`src/rtl/utfv_pkg.sv`:
```
package utfv_pkg;

    // byte classes found by the front end
    typedef enum logic [1:0] {
        KIND_ASCII = 2'd0,
        KIND_CONT  = 2'd1,
        KIND_LEAD  = 2'd2,
        KIND_BAD   = 2'd3
    } kind_t;

    localparam int unsigned PEND_W = 3;
    localparam int unsigned MASK_W = 6;

    // classified item handed from front end to back end
    typedef struct packed {
        logic                has_byte;
        logic                last_byte;
        kind_t               kind;
        logic [PEND_W-1:0]   lead_pend;
        logic [MASK_W-1:0]   lead_mask;
        logic [MASK_W-1:0]   payload;
    } cls_item_t;

endpackage

```
`src/rtl/utf8_stream_validator.sv`:
```
// utf8 stream validator
// checks a message, one byte per item, for well-formed utf-8 including
// the old 5- and 6-byte sequences
// input channel: s_tdata carries the byte, s_tuser says the byte is
// meaningful (0 only on an empty closing item), s_tlast ends the message
// output channel: one item per message, m_tdata bit 0 is the verdict
// (1 = well formed), upper bits zero
// path: a closing item passes the front register and the queue, and the
// back end registers its verdict; throughput: one item per cycle unless a
// closing item waits for the output slot, set by the back end state update;
// the front end registers the byte class and a small queue sits between them
// stall: while m_tready is low the verdict holds; bytes that are not last
// keep flowing into the back end, a closing item waits in the queue and
// the input backs up once the queue and front register are full
// reset: aresetn low clears the message state, the valid flags and the queue;
// the first message starts clean
module utf8_stream_validator #(
    parameter int unsigned QUEUE_DEPTH = 2
) (
    input  logic       aclk,
    input  logic       aresetn,
    input  logic       s_tvalid,
    output logic       s_tready,
    input  logic [7:0] s_tdata,   // [7:0] data_byte
    input  logic       s_tuser,   // [0] has_byte
    input  logic       s_tlast,
    output logic       m_tvalid,
    input  logic       m_tready,
    output logic [7:0] m_tdata    // [0] is_valid, [7:1] zero
);

    // front to queue
    logic                f_valid;
    logic                f_ready;
    utfv_pkg::cls_item_t f_item;
    // queue to back
    logic                q_valid;
    logic                q_ready;
    utfv_pkg::cls_item_t q_item;

    utfv_front u_front (
        .aclk       (aclk),
        .aresetn    (aresetn),
        .s_tvalid   (s_tvalid),
        .s_tready   (s_tready),
        .s_tdata    (s_tdata),
        .s_tlast    (s_tlast),
        .s_tuser    (s_tuser),
        .push_valid (f_valid),
        .push_ready (f_ready),
        .push_item  (f_item)
    );

    utfv_queue #(
        .DEPTH (QUEUE_DEPTH)
    ) u_queue (
        .aclk     (aclk),
        .aresetn  (aresetn),
        .wr_valid (f_valid),
        .wr_ready (f_ready),
        .wr_item  (f_item),
        .rd_valid (q_valid),
        .rd_ready (q_ready),
        .rd_item  (q_item)
    );

    // back end holds the message state and the output register
    utfv_back u_back (
        .aclk     (aclk),
        .aresetn  (aresetn),
        .q_valid  (q_valid),
        .q_ready  (q_ready),
        .q_item   (q_item),
        .m_tvalid (m_tvalid),
        .m_tready (m_tready),
        .m_tdata  (m_tdata)
    );

endmodule

```
`src/rtl/utfv_front.sv`:
```
module utfv_front (
    input  logic                 aclk,
    input  logic                 aresetn,
    input  logic                 s_tvalid,
    output logic                 s_tready,
    input  logic [7:0]           s_tdata,
    input  logic                 s_tlast,
    input  logic                 s_tuser,
    output logic                 push_valid,
    input  logic                 push_ready,
    output utfv_pkg::cls_item_t  push_item
);

    logic                valid_reg;
    logic                valid_next;
    utfv_pkg::cls_item_t item_reg;
    utfv_pkg::cls_item_t item_next;
    logic                take;

    assign push_valid = valid_reg;
    assign push_item  = item_reg;
    assign s_tready   = !valid_reg || push_ready;
    assign take       = s_tvalid && s_tready;

    always_comb begin
        item_next           = item_reg;
        valid_next          = valid_reg;
        if (valid_reg && push_ready) begin
            valid_next = 1'b0;
        end
        if (take) begin
            valid_next          = 1'b1;
            item_next.has_byte  = s_tuser;
            item_next.last_byte = s_tlast;
            item_next.payload   = s_tdata[5:0];
            item_next.lead_pend = '0;
            item_next.lead_mask = '0;
            // lead byte decode, longest prefix last
            if (!s_tdata[7]) begin
                item_next.kind = utfv_pkg::KIND_ASCII;
            end else if (s_tdata[7:6] == 2'b10) begin
                item_next.kind = utfv_pkg::KIND_CONT;
            end else if (s_tdata[7:5] == 3'b110) begin
                // overlong two-byte form is rejected outright
                item_next.kind      = (s_tdata[4:1] != 4'd0) ? utfv_pkg::KIND_LEAD
                                                             : utfv_pkg::KIND_BAD;
                item_next.lead_pend = 3'd1;
            end else if (s_tdata[7:4] == 4'b1110) begin
                item_next.kind      = utfv_pkg::KIND_LEAD;
                item_next.lead_pend = 3'd2;
                item_next.lead_mask = (s_tdata[3:0] == 4'd0) ? 6'h20 : 6'h00;
            end else if (s_tdata[7:3] == 5'b11110) begin
                item_next.kind      = utfv_pkg::KIND_LEAD;
                item_next.lead_pend = 3'd3;
                item_next.lead_mask = (s_tdata[2:0] == 3'd0) ? 6'h30 : 6'h00;
            end else if (s_tdata[7:2] == 6'b111110) begin
                item_next.kind      = utfv_pkg::KIND_LEAD;
                item_next.lead_pend = 3'd4;
                item_next.lead_mask = (s_tdata[1:0] == 2'd0) ? 6'h38 : 6'h00;
            end else if (s_tdata[7:1] == 7'b1111110) begin
                item_next.kind      = utfv_pkg::KIND_LEAD;
                item_next.lead_pend = 3'd5;
                item_next.lead_mask = (!s_tdata[0]) ? 6'h3c : 6'h00;
            end else begin
                item_next.kind = utfv_pkg::KIND_BAD;
            end
        end
    end

    always_ff @(posedge aclk) begin
        if (!aresetn) begin
            valid_reg <= 1'b0;
        end else begin
            valid_reg <= valid_next;
        end
        item_reg <= item_next;
    end

endmodule

```
`src/rtl/utfv_queue.sv`:
```
module utfv_queue #(
    parameter int unsigned DEPTH = 2
) (
    input  logic                 aclk,
    input  logic                 aresetn,
    input  logic                 wr_valid,
    output logic                 wr_ready,
    input  utfv_pkg::cls_item_t  wr_item,
    output logic                 rd_valid,
    input  logic                 rd_ready,
    output utfv_pkg::cls_item_t  rd_item
);

    localparam int unsigned PTR_W = (DEPTH > 1) ? $clog2(DEPTH) : 1;
    localparam int unsigned CNT_W = $clog2(DEPTH + 1);

    utfv_pkg::cls_item_t mem [DEPTH];
    logic [PTR_W-1:0] wr_ptr_reg;
    logic [PTR_W-1:0] rd_ptr_reg;
    logic [CNT_W-1:0] count_reg;
    logic             do_wr;
    logic             do_rd;

    assign wr_ready = (count_reg != CNT_W'(DEPTH));
    assign rd_valid = (count_reg != '0);
    assign rd_item  = mem[rd_ptr_reg];
    assign do_wr    = wr_valid && wr_ready;
    assign do_rd    = rd_valid && rd_ready;

    always_ff @(posedge aclk) begin
        if (!aresetn) begin
            wr_ptr_reg <= '0;
            rd_ptr_reg <= '0;
            count_reg  <= '0;
        end else begin
            if (do_wr) begin
                wr_ptr_reg <= (wr_ptr_reg == PTR_W'(DEPTH - 1)) ? '0 : wr_ptr_reg + 1'b1;
            end
            if (do_rd) begin
                rd_ptr_reg <= (rd_ptr_reg == PTR_W'(DEPTH - 1)) ? '0 : rd_ptr_reg + 1'b1;
            end
            if (do_wr && !do_rd) begin
                count_reg <= count_reg + 1'b1;
            end else if (do_rd && !do_wr) begin
                count_reg <= count_reg - 1'b1;
            end
        end
        if (do_wr) begin
            mem[wr_ptr_reg] <= wr_item;
        end
    end

endmodule

```
`src/rtl/utfv_back.sv`:
```
module utfv_back (
    input  logic                 aclk,
    input  logic                 aresetn,
    input  logic                 q_valid,
    output logic                 q_ready,
    input  utfv_pkg::cls_item_t  q_item,
    output logic                 m_tvalid,
    input  logic                 m_tready,
    output logic [7:0]           m_tdata
);

    logic [utfv_pkg::PEND_W-1:0] pend_reg;
    logic [utfv_pkg::PEND_W-1:0] pend_next;
    logic [utfv_pkg::MASK_W-1:0] mask_reg;
    logic [utfv_pkg::MASK_W-1:0] mask_next;
    logic                        err_reg;
    logic                        err_next;
    logic                        out_valid_reg;
    logic                        out_valid_next;
    logic                        verdict_reg;
    logic                        verdict_next;
    logic                        pop;

    // a closing item needs a free output slot, others never wait
    assign pop      = q_valid && (!q_item.last_byte || !out_valid_reg || m_tready);
    assign q_ready  = pop;
    assign m_tvalid = out_valid_reg;
    assign m_tdata  = {7'd0, verdict_reg};

    always_comb begin
        logic                        e;
        logic [utfv_pkg::PEND_W-1:0] p;
        logic [utfv_pkg::MASK_W-1:0] m;
        e              = err_reg;
        p              = pend_reg;
        m              = mask_reg;
        pend_next      = pend_reg;
        mask_next      = mask_reg;
        err_next       = err_reg;
        verdict_next   = verdict_reg;
        out_valid_next = out_valid_reg;
        if (out_valid_reg && m_tready) begin
            out_valid_next = 1'b0;
        end
        if (pop) begin
            if (q_item.has_byte && !e) begin
                if (p != '0) begin
                    if (q_item.kind != utfv_pkg::KIND_CONT) begin
                        e = 1'b1;
                    end else if ((m != '0) && ((q_item.payload & m) == '0)) begin
                        e = 1'b1;
                    end else begin
                        m = '0;
                        p = p - 1'b1;
                    end
                end else begin
                    unique case (q_item.kind)
                        utfv_pkg::KIND_ASCII: begin
                        end
                        utfv_pkg::KIND_LEAD: begin
                            p = q_item.lead_pend;
                            m = q_item.lead_mask;
                        end
                        default: begin
                            e = 1'b1;
                        end
                    endcase
                end
            end
            if (q_item.last_byte) begin
                out_valid_next = 1'b1;
                verdict_next   = !e && (p == '0);
                err_next       = 1'b0;
                pend_next      = '0;
                mask_next      = '0;
            end else begin
                err_next  = e;
                pend_next = p;
                mask_next = m;
            end
        end
    end

    always_ff @(posedge aclk) begin
        if (!aresetn) begin
            pend_reg      <= '0;
            mask_reg      <= '0;
            err_reg       <= 1'b0;
            out_valid_reg <= 1'b0;
        end else begin
            pend_reg      <= pend_next;
            mask_reg      <= mask_next;
            err_reg       <= err_next;
            out_valid_reg <= out_valid_next;
        end
        verdict_reg <= verdict_next;
    end

endmodule

```
`config.mk`:
```
export PLATFORM = sky130hd
export DESIGN_NAME = utf8_stream_validator
export DESIGN_NICKNAME = d
export VERILOG_FILES = /design/src/rtl/utfv_pkg.sv /design/src/rtl/utf8_stream_validator.sv /design/src/rtl/utfv_front.sv /design/src/rtl/utfv_queue.sv /design/src/rtl/utfv_back.sv
export SDC_FILE = /design/constraint.sdc
export NUM_CORES = 1
export LEC_CHECK = 0
export BUFFER_PORTS_ARGS = -buffer_cell sky130_fd_sc_hd__buf_2
export CAP_MARGIN = 20
export CORE_MARGIN = 1.5
export CORE_UTILIZATION = 32
export DETAILED_ROUTE_END_ITERATION = 8
export SLEW_MARGIN = 5
export SYNTH_ARGS = -nofsm -noshare
export SYNTH_HDL_FRONTEND = slang
export SYNTH_HIERARCHICAL = 1
export SYNTH_SLANG_ARGS = --single-unit
```
`constraint.sdc`:
```
create_clock -name aclk -period 6.06 [get_ports aclk]
set_input_delay 0.909 -clock aclk [delete_from_list [all_inputs] [get_ports aclk]]
set_output_delay 0.909 -clock aclk [all_outputs]
set_load 0.1 [all_outputs]
```
After elaboration in Yosys (flattened, before gate mapping)
Memory sizes are Yosys's and may differ from the RTL's. A register that Yosys moved wholly into a read port is not among the register bits. Cells that the tools add are included.

Word-level logic and storage cells: 122. Output and inout bits: 10. Bits in writable memories: 38. Memories kept: 1. Input bits: 14. Flip-flop bits (word level): 36.

Add/subtract/negate cells: 5. Reduce and logical (&&, ||, !) cells: 40. Bitwise logic cells: 2. Multiplexer cells: 45. Eq/ne operators: 11.

Memories: u_queue.mem (depth 2, width 19, read ports 1, clocked after Yosys merged registers in 1, wr ports 1, RTL line utfv_queue.sv:17) `utfv_pkg::cls_item_t mem [DEPTH];`.

Operator list (number): 6-bit two-way mux (10); 11-bit two-way mux (2); 1-bit two-way mux (21); 3-bit two-way mux (7); 1-bit logical AND (10); 10-bit two-way mux (1); 9-bit two-way mux (1); 2-bit nonzero test (4); 7-bit == test, second input constant (1); 1-bit logical NOT (7); 6-bit bitwise AND (1); 6-bit == test, second input constant (1); 3-bit logical NOT (2); 6-bit logical NOT (1); 3-bit by 2-bit inequality test with 1-bit output, second input constant (2); 3-bit nonzero test (2); 6-bit nonzero test (1); 5-bit == test, second input constant (1); 5-bit two-way mux (1); 5-bit AND reduction (1); 5-bit OR reduction (1); 2-bit == test, second input constant (2); 4-bit == test, second input constant (1); 2-bit logical NOT (2); other kinds (15) (20).

Longest topological paths before layout
Depth after elaboration: 10. Mapped depth: 11. Mapped depth without buffers: 9.

Cells and area by module
Netlist, hierarchy kept.

By module, submodules not included: utfv_queue (cells each 83, area an instance 1610.3 um2, instances 1, sequential area each 1241.2 um2); utfv_back (cells each 91, area an instance 794.5 um2, instances 1, sequential area each 250.2 um2); utfv_front (cells each 47, area an instance 720.7 um2, instances 1, sequential area each 530.5 um2).

Least setup slack after synthesis
No wires, ideal clock.

Path type: flip-flop to flip-flop. Start: register u_back.out_valid_reg, in the netlist u_back/m_tvalid. End: register u_queue.count_reg[1]. Data required time: 5990 ps. Clock period less this slack: 2339 ps. Stages on the path, launching flop included: 9. Path buffers: 0. Library setup time: 70 ps. Arrival time: 2269 ps. Setup slack: 3721 ps. Path through: dfxtp_1 > nor2b_1 > nand2_1 > nand2_1 > inv_1 > o21ai_1 > ha_1 > or3_1 > a21boi_1.

Longest elaborated chain between the ends: 8. Elaborated cells between the ends (all ways): 10. Classes of those cells: mux: 1; reduce/logical: 9.

RTL lines: start: declaration (RTL line utfv_back.sv:18) `logic out_valid_reg;`; start signal: assignment (RTL line utfv_back.sv:94) `out_valid_reg <= out_valid_next;`; 1-bit logical NOT * (RTL line utfv_back.sv:25) `assign pop = q_valid && (!q_item.last_byte || !out_valid_reg || m_tready);`; 1-bit logical OR * (2 in a row) (RTL line utfv_back.sv:25); 1-bit logical AND * (RTL line utfv_back.sv:25); named net q_ready (RTL line utf8_stream_validator.sv:38) `logic q_ready;`; 1-bit logical AND * (RTL line utfv_queue.sv:28) `assign do_rd = rd_valid && rd_ready;`; 1-bit logical NOT (RTL line utfv_queue.sv:42) `if (do_wr && !do_rd) begin`; 1-bit logical AND (RTL line utfv_queue.sv:42); 2-bit two-way mux or 2-bit nonzero test (tied branches); end signal: assignment (RTL line utfv_queue.sv:43) `count_reg <= count_reg + 1'b1;`; end signal: assignment (RTL line utfv_queue.sv:45) `count_reg <= count_reg - 1'b1;`; end: declaration (RTL line utfv_queue.sv:20) `logic [CNT_W-1:0] count_reg;`.

The timed path passes the listed nets; every way through them passes the cells marked *. A chain may end at the register's enable or synchronous reset.

==> impl_metrics.tcl <==
set metrics [dict create \
    syn_area_um2 3125 \
    max-cap-violations 0 \
    yosys_most_used_dff "edfxtp_1" \
    clockBufferDepth 2 \
    path_class "reg2reg" \
    startpoint_type "register" \
    async_flop_share_pct 0 \
    numCtsBuffers 9 \
    vias 1755 \
    grtUsageTotal_pct 10.86 \
    p_clk_share_pct 31.4 \
    p_leak_nw 1.271 \
    wl_per_cell_um 13.47 \
    grt_util_met2_pct 17.08 \
    final_core_util_pct 37.86 \
    rr_endpoint "u_back/verdict_reg" \
    cts_tree "done" \
    holdBufCountCts 0 \
    yosysWarningCount 6 \
    max_freq_ghz 0.3741 \
    power_switching_share_pct 29.61 \
    antenna_found_initial 0 \
    cp-end-kind "register" \
    cts.reportedPaths.clkPinSlew_ps 80 \
    p_sw_uw 427.0 \
    holdPathStages 0 \
    holdWs_ps 448.6 \
    worst_slew_pin_slew_ps 900.5 \
    ctsHtreeMaxLevel 3 \
    drt-total-wl_mm 5.078 \
    die_h_um 101.8 \
    grt_pass1_wl_mm 8.528 \
    die-area_um2 10370 \
    crit_required_ps 6230 \
    synth-seq-area-share_pct 64.69 \
    clock-sinks 73 \
    ir_worst_vdd_mv 0.1882 \
    r2r_cells 7 \
    drt_iter0_drc 80 \
    worstPathArrival_ps 2850 \
    slew_violations 0 \
    nNetsFinal 260 \
    viasPerCell 4.655 \
    reg2reg_setup_slack_ps 3390 \
    largest_reg_flops 38 \
    portBuffers 16 \
    num_io_pins 24 \
    cts_setup_buffers 0 \
    gp_congestion 0.8315 \
    grt_max_degree 20 \
    min_path_type "reg2reg" \
    total_power_mw 1.442 \
    rsz0062_at_grt "no" \
    use_met1_pct 14.01 \
    synth_area_per_cell_um2 14.14 \
    ys_ff_latch 73 \
    combinationalPowerShare_pct 23.5 \
    hold_violations 0 \
    cp_max_fo 19 \
    finalCritPeriodShare_pct 44.10 \
    fin_crit_ps 2673 \
    dp_slack_ps 3350 \
    power_density_nw_per_um2 406.4 \
    cts_resized 0 \
    grt_pass1_vias 1758 \
    fin_setup_tns_ps 0 \
    finClkSkew_ps 11.15 \
    power_frac_seq_pct 45.1 \
    initial_core_util_pct 33.35 \
    rows 35 \
    n_antenna_cell 0 \
    dpl.hpwl_mm 3.511 \
    outcome "completed" \
    synth.distinct_cells 51 \
    use_met3_pct 2.120 \
    drive_gt1_share_pct 25.00 \
    cts_root_buf "clkbuf_8" \
    core-area_um2 9371 \
    synth_edf_count 56 \
    worst_hold_path.endpoint "u_queue/mem[0][18]" \
    grt-ovfl-total 0 \
    clk_latency_ps 340 \
    fin_ws_ps 3387 \
    synth_cells 221 \
    die_w_um 101.8 \
    area_growth_pct 13.53 \
    final-setup-viol-count 0 \
    busiest_layer "met2" \
    max-slew-margin-rel_pct 39.97 \
    drtAntennaViolNets 0 \
    hold_start "u_front/push_item[18]" \
    drt-pass1-iter-count 4 \
    drc_errors 0 \
    p_int_mw 1.015 \
]
==> layout make-up <==
| class | count | area [um2] |
|---|---|---|
| clock inverter | 6 | 115.1 |
| sequential | 73 | 2022 |
| fill | 927 | 5823 |
| timing repair buffer | 16 | 80.08 |
| clock buffer | 10 | 127.6 |
| inverter | 8 | 30.03 |
| multi-input combinational | 135 | 1012 |
| tap | 129 | 161.4 |
==> worst max path at each step <==
stage,startpoint,endpoint,slack (ps)
after floorplan,u_back/m_tvalid,u_queue/count_reg[1],3720
after global placement,register,u_back/verdict_reg,3400
after detailed placement,register,u_back/verdict_reg,3350
after CTS,register,u_back/verdict_reg,3340
after global routing,register,u_back/verdict_reg,3150
final,register,u_back/verdict_reg,3390
==> routing by layer <==
layer / share of wire [%] / vias to the layer above
met5: 0 / -
met4: 2.1 / 0
met3: 3.2 / 8
met2: 48 / 40
met1: 47 / 845
li1: - / 862
==> cells in the final DEF (no fill, tap or decap), types with 4 or more instances in the layout <==
cell type / netlist / routed
edfxtp_1: 56 / 56
mux2_2: 19 / 19
dfxtp_1: 17 / 17
buf_2: 1 / 16
clkbuf_8: 0 / 9
a22o_1: 9 / 9
conb_1: 2 / 9
nor2b_1: 8 / 8
inv_1: 8 / 8
nand2_1: 7 / 7
nand2b_1: 7 / 7
and2_1: 7 / 7
and3_1: 5 / 5
a21oi_1: 5 / 5
nor2_1: 4 / 4
o21ai_0: 4 / 4
==> cells in the mapped netlist, types with 2 or more instances <==
master / number / share of area, %
o21ai_0: 4 / 0.64
mux2_2: 19 / 6.8
a22o_1: 9 / 2.5
o21ai_2: 2 / 0.56
nand2b_1: 7 / 1.4
nor3_1: 3 / 0.48
xnor2_1: 2 / 0.56
and3_1: 5 / 1.0
nor4_1: 2 / 0.40
nand2_1: 7 / 0.84
conb_1: 2 / 0.24
nand4_1: 2 / 0.40
edfxtp_1: 56 / 54
and2_1: 7 / 1.4
a31oi_1: 2 / 0.40
a21boi_0: 3 / 0.72
nand3_1: 2 / 0.32
a21oi_1: 5 / 0.80
a21boi_1: 2 / 0.48
dfxtp_1: 17 / 11
ha_1: 3 / 1.2
nor2b_1: 8 / 1.6
buf_4: 11 / 2.6
or2_2: 2 / 0.40
nor2_1: 4 / 0.48
a21o_1: 2 / 0.48
a211oi_1: 2 / 0.48
inv_1: 8 / 0.96
==> cells by family (layout without fill, tap and decap cells) <==
group                    count (synthesis)  count (layout)  share of synthesized area, %
flip-flops                              73              73                         64.69
AND/OR/NAND/NOR                         59              59                         12.29
AO/OA/AOI/OAI                           41              41                         9.808
multiplexers                            20              20                         7.166
buffers and inverters                   20              40                         3.763
adder cells (fa/ha/maj)                  3               3                         1.201
XOR/XNOR                                 3               3                        0.8408
other                                    2               9                        0.2403
==> critical path: stages, from the launching register on <==
cell     delay (ps)
dfxtp_1         860
mux2_2          410
a22o_1          240
o21ai_2         180
nand3_4         140
o21a_1          230
o22a_1          220
nor4_2          230
==> power by group through the flow <==
stage               logic [mW]  clock network (mW)  registers, mW
global route             0.369               0.488          0.659
global placement         0.334                   0          0.660
finish                   0.339               0.453          0.650
floorplan                0.287                   0          0.649
detailed placement       0.337                   0          0.663
CTS                      0.339               0.468          0.652
==> metrics by stage <==
| stage | cells | cell area [um2] |
|---|---|---|
| after floorplan | 228 | 3152 |
| after global placement | 361 | 3306 |
| after detailed placement | 361 | 3306 |
| after CTS | 377 | 3548 |
| after global routing | 377 | 3548 |
| final | 377 | 3548 |
No activity file was read; power rests on OpenSTA's default activity.
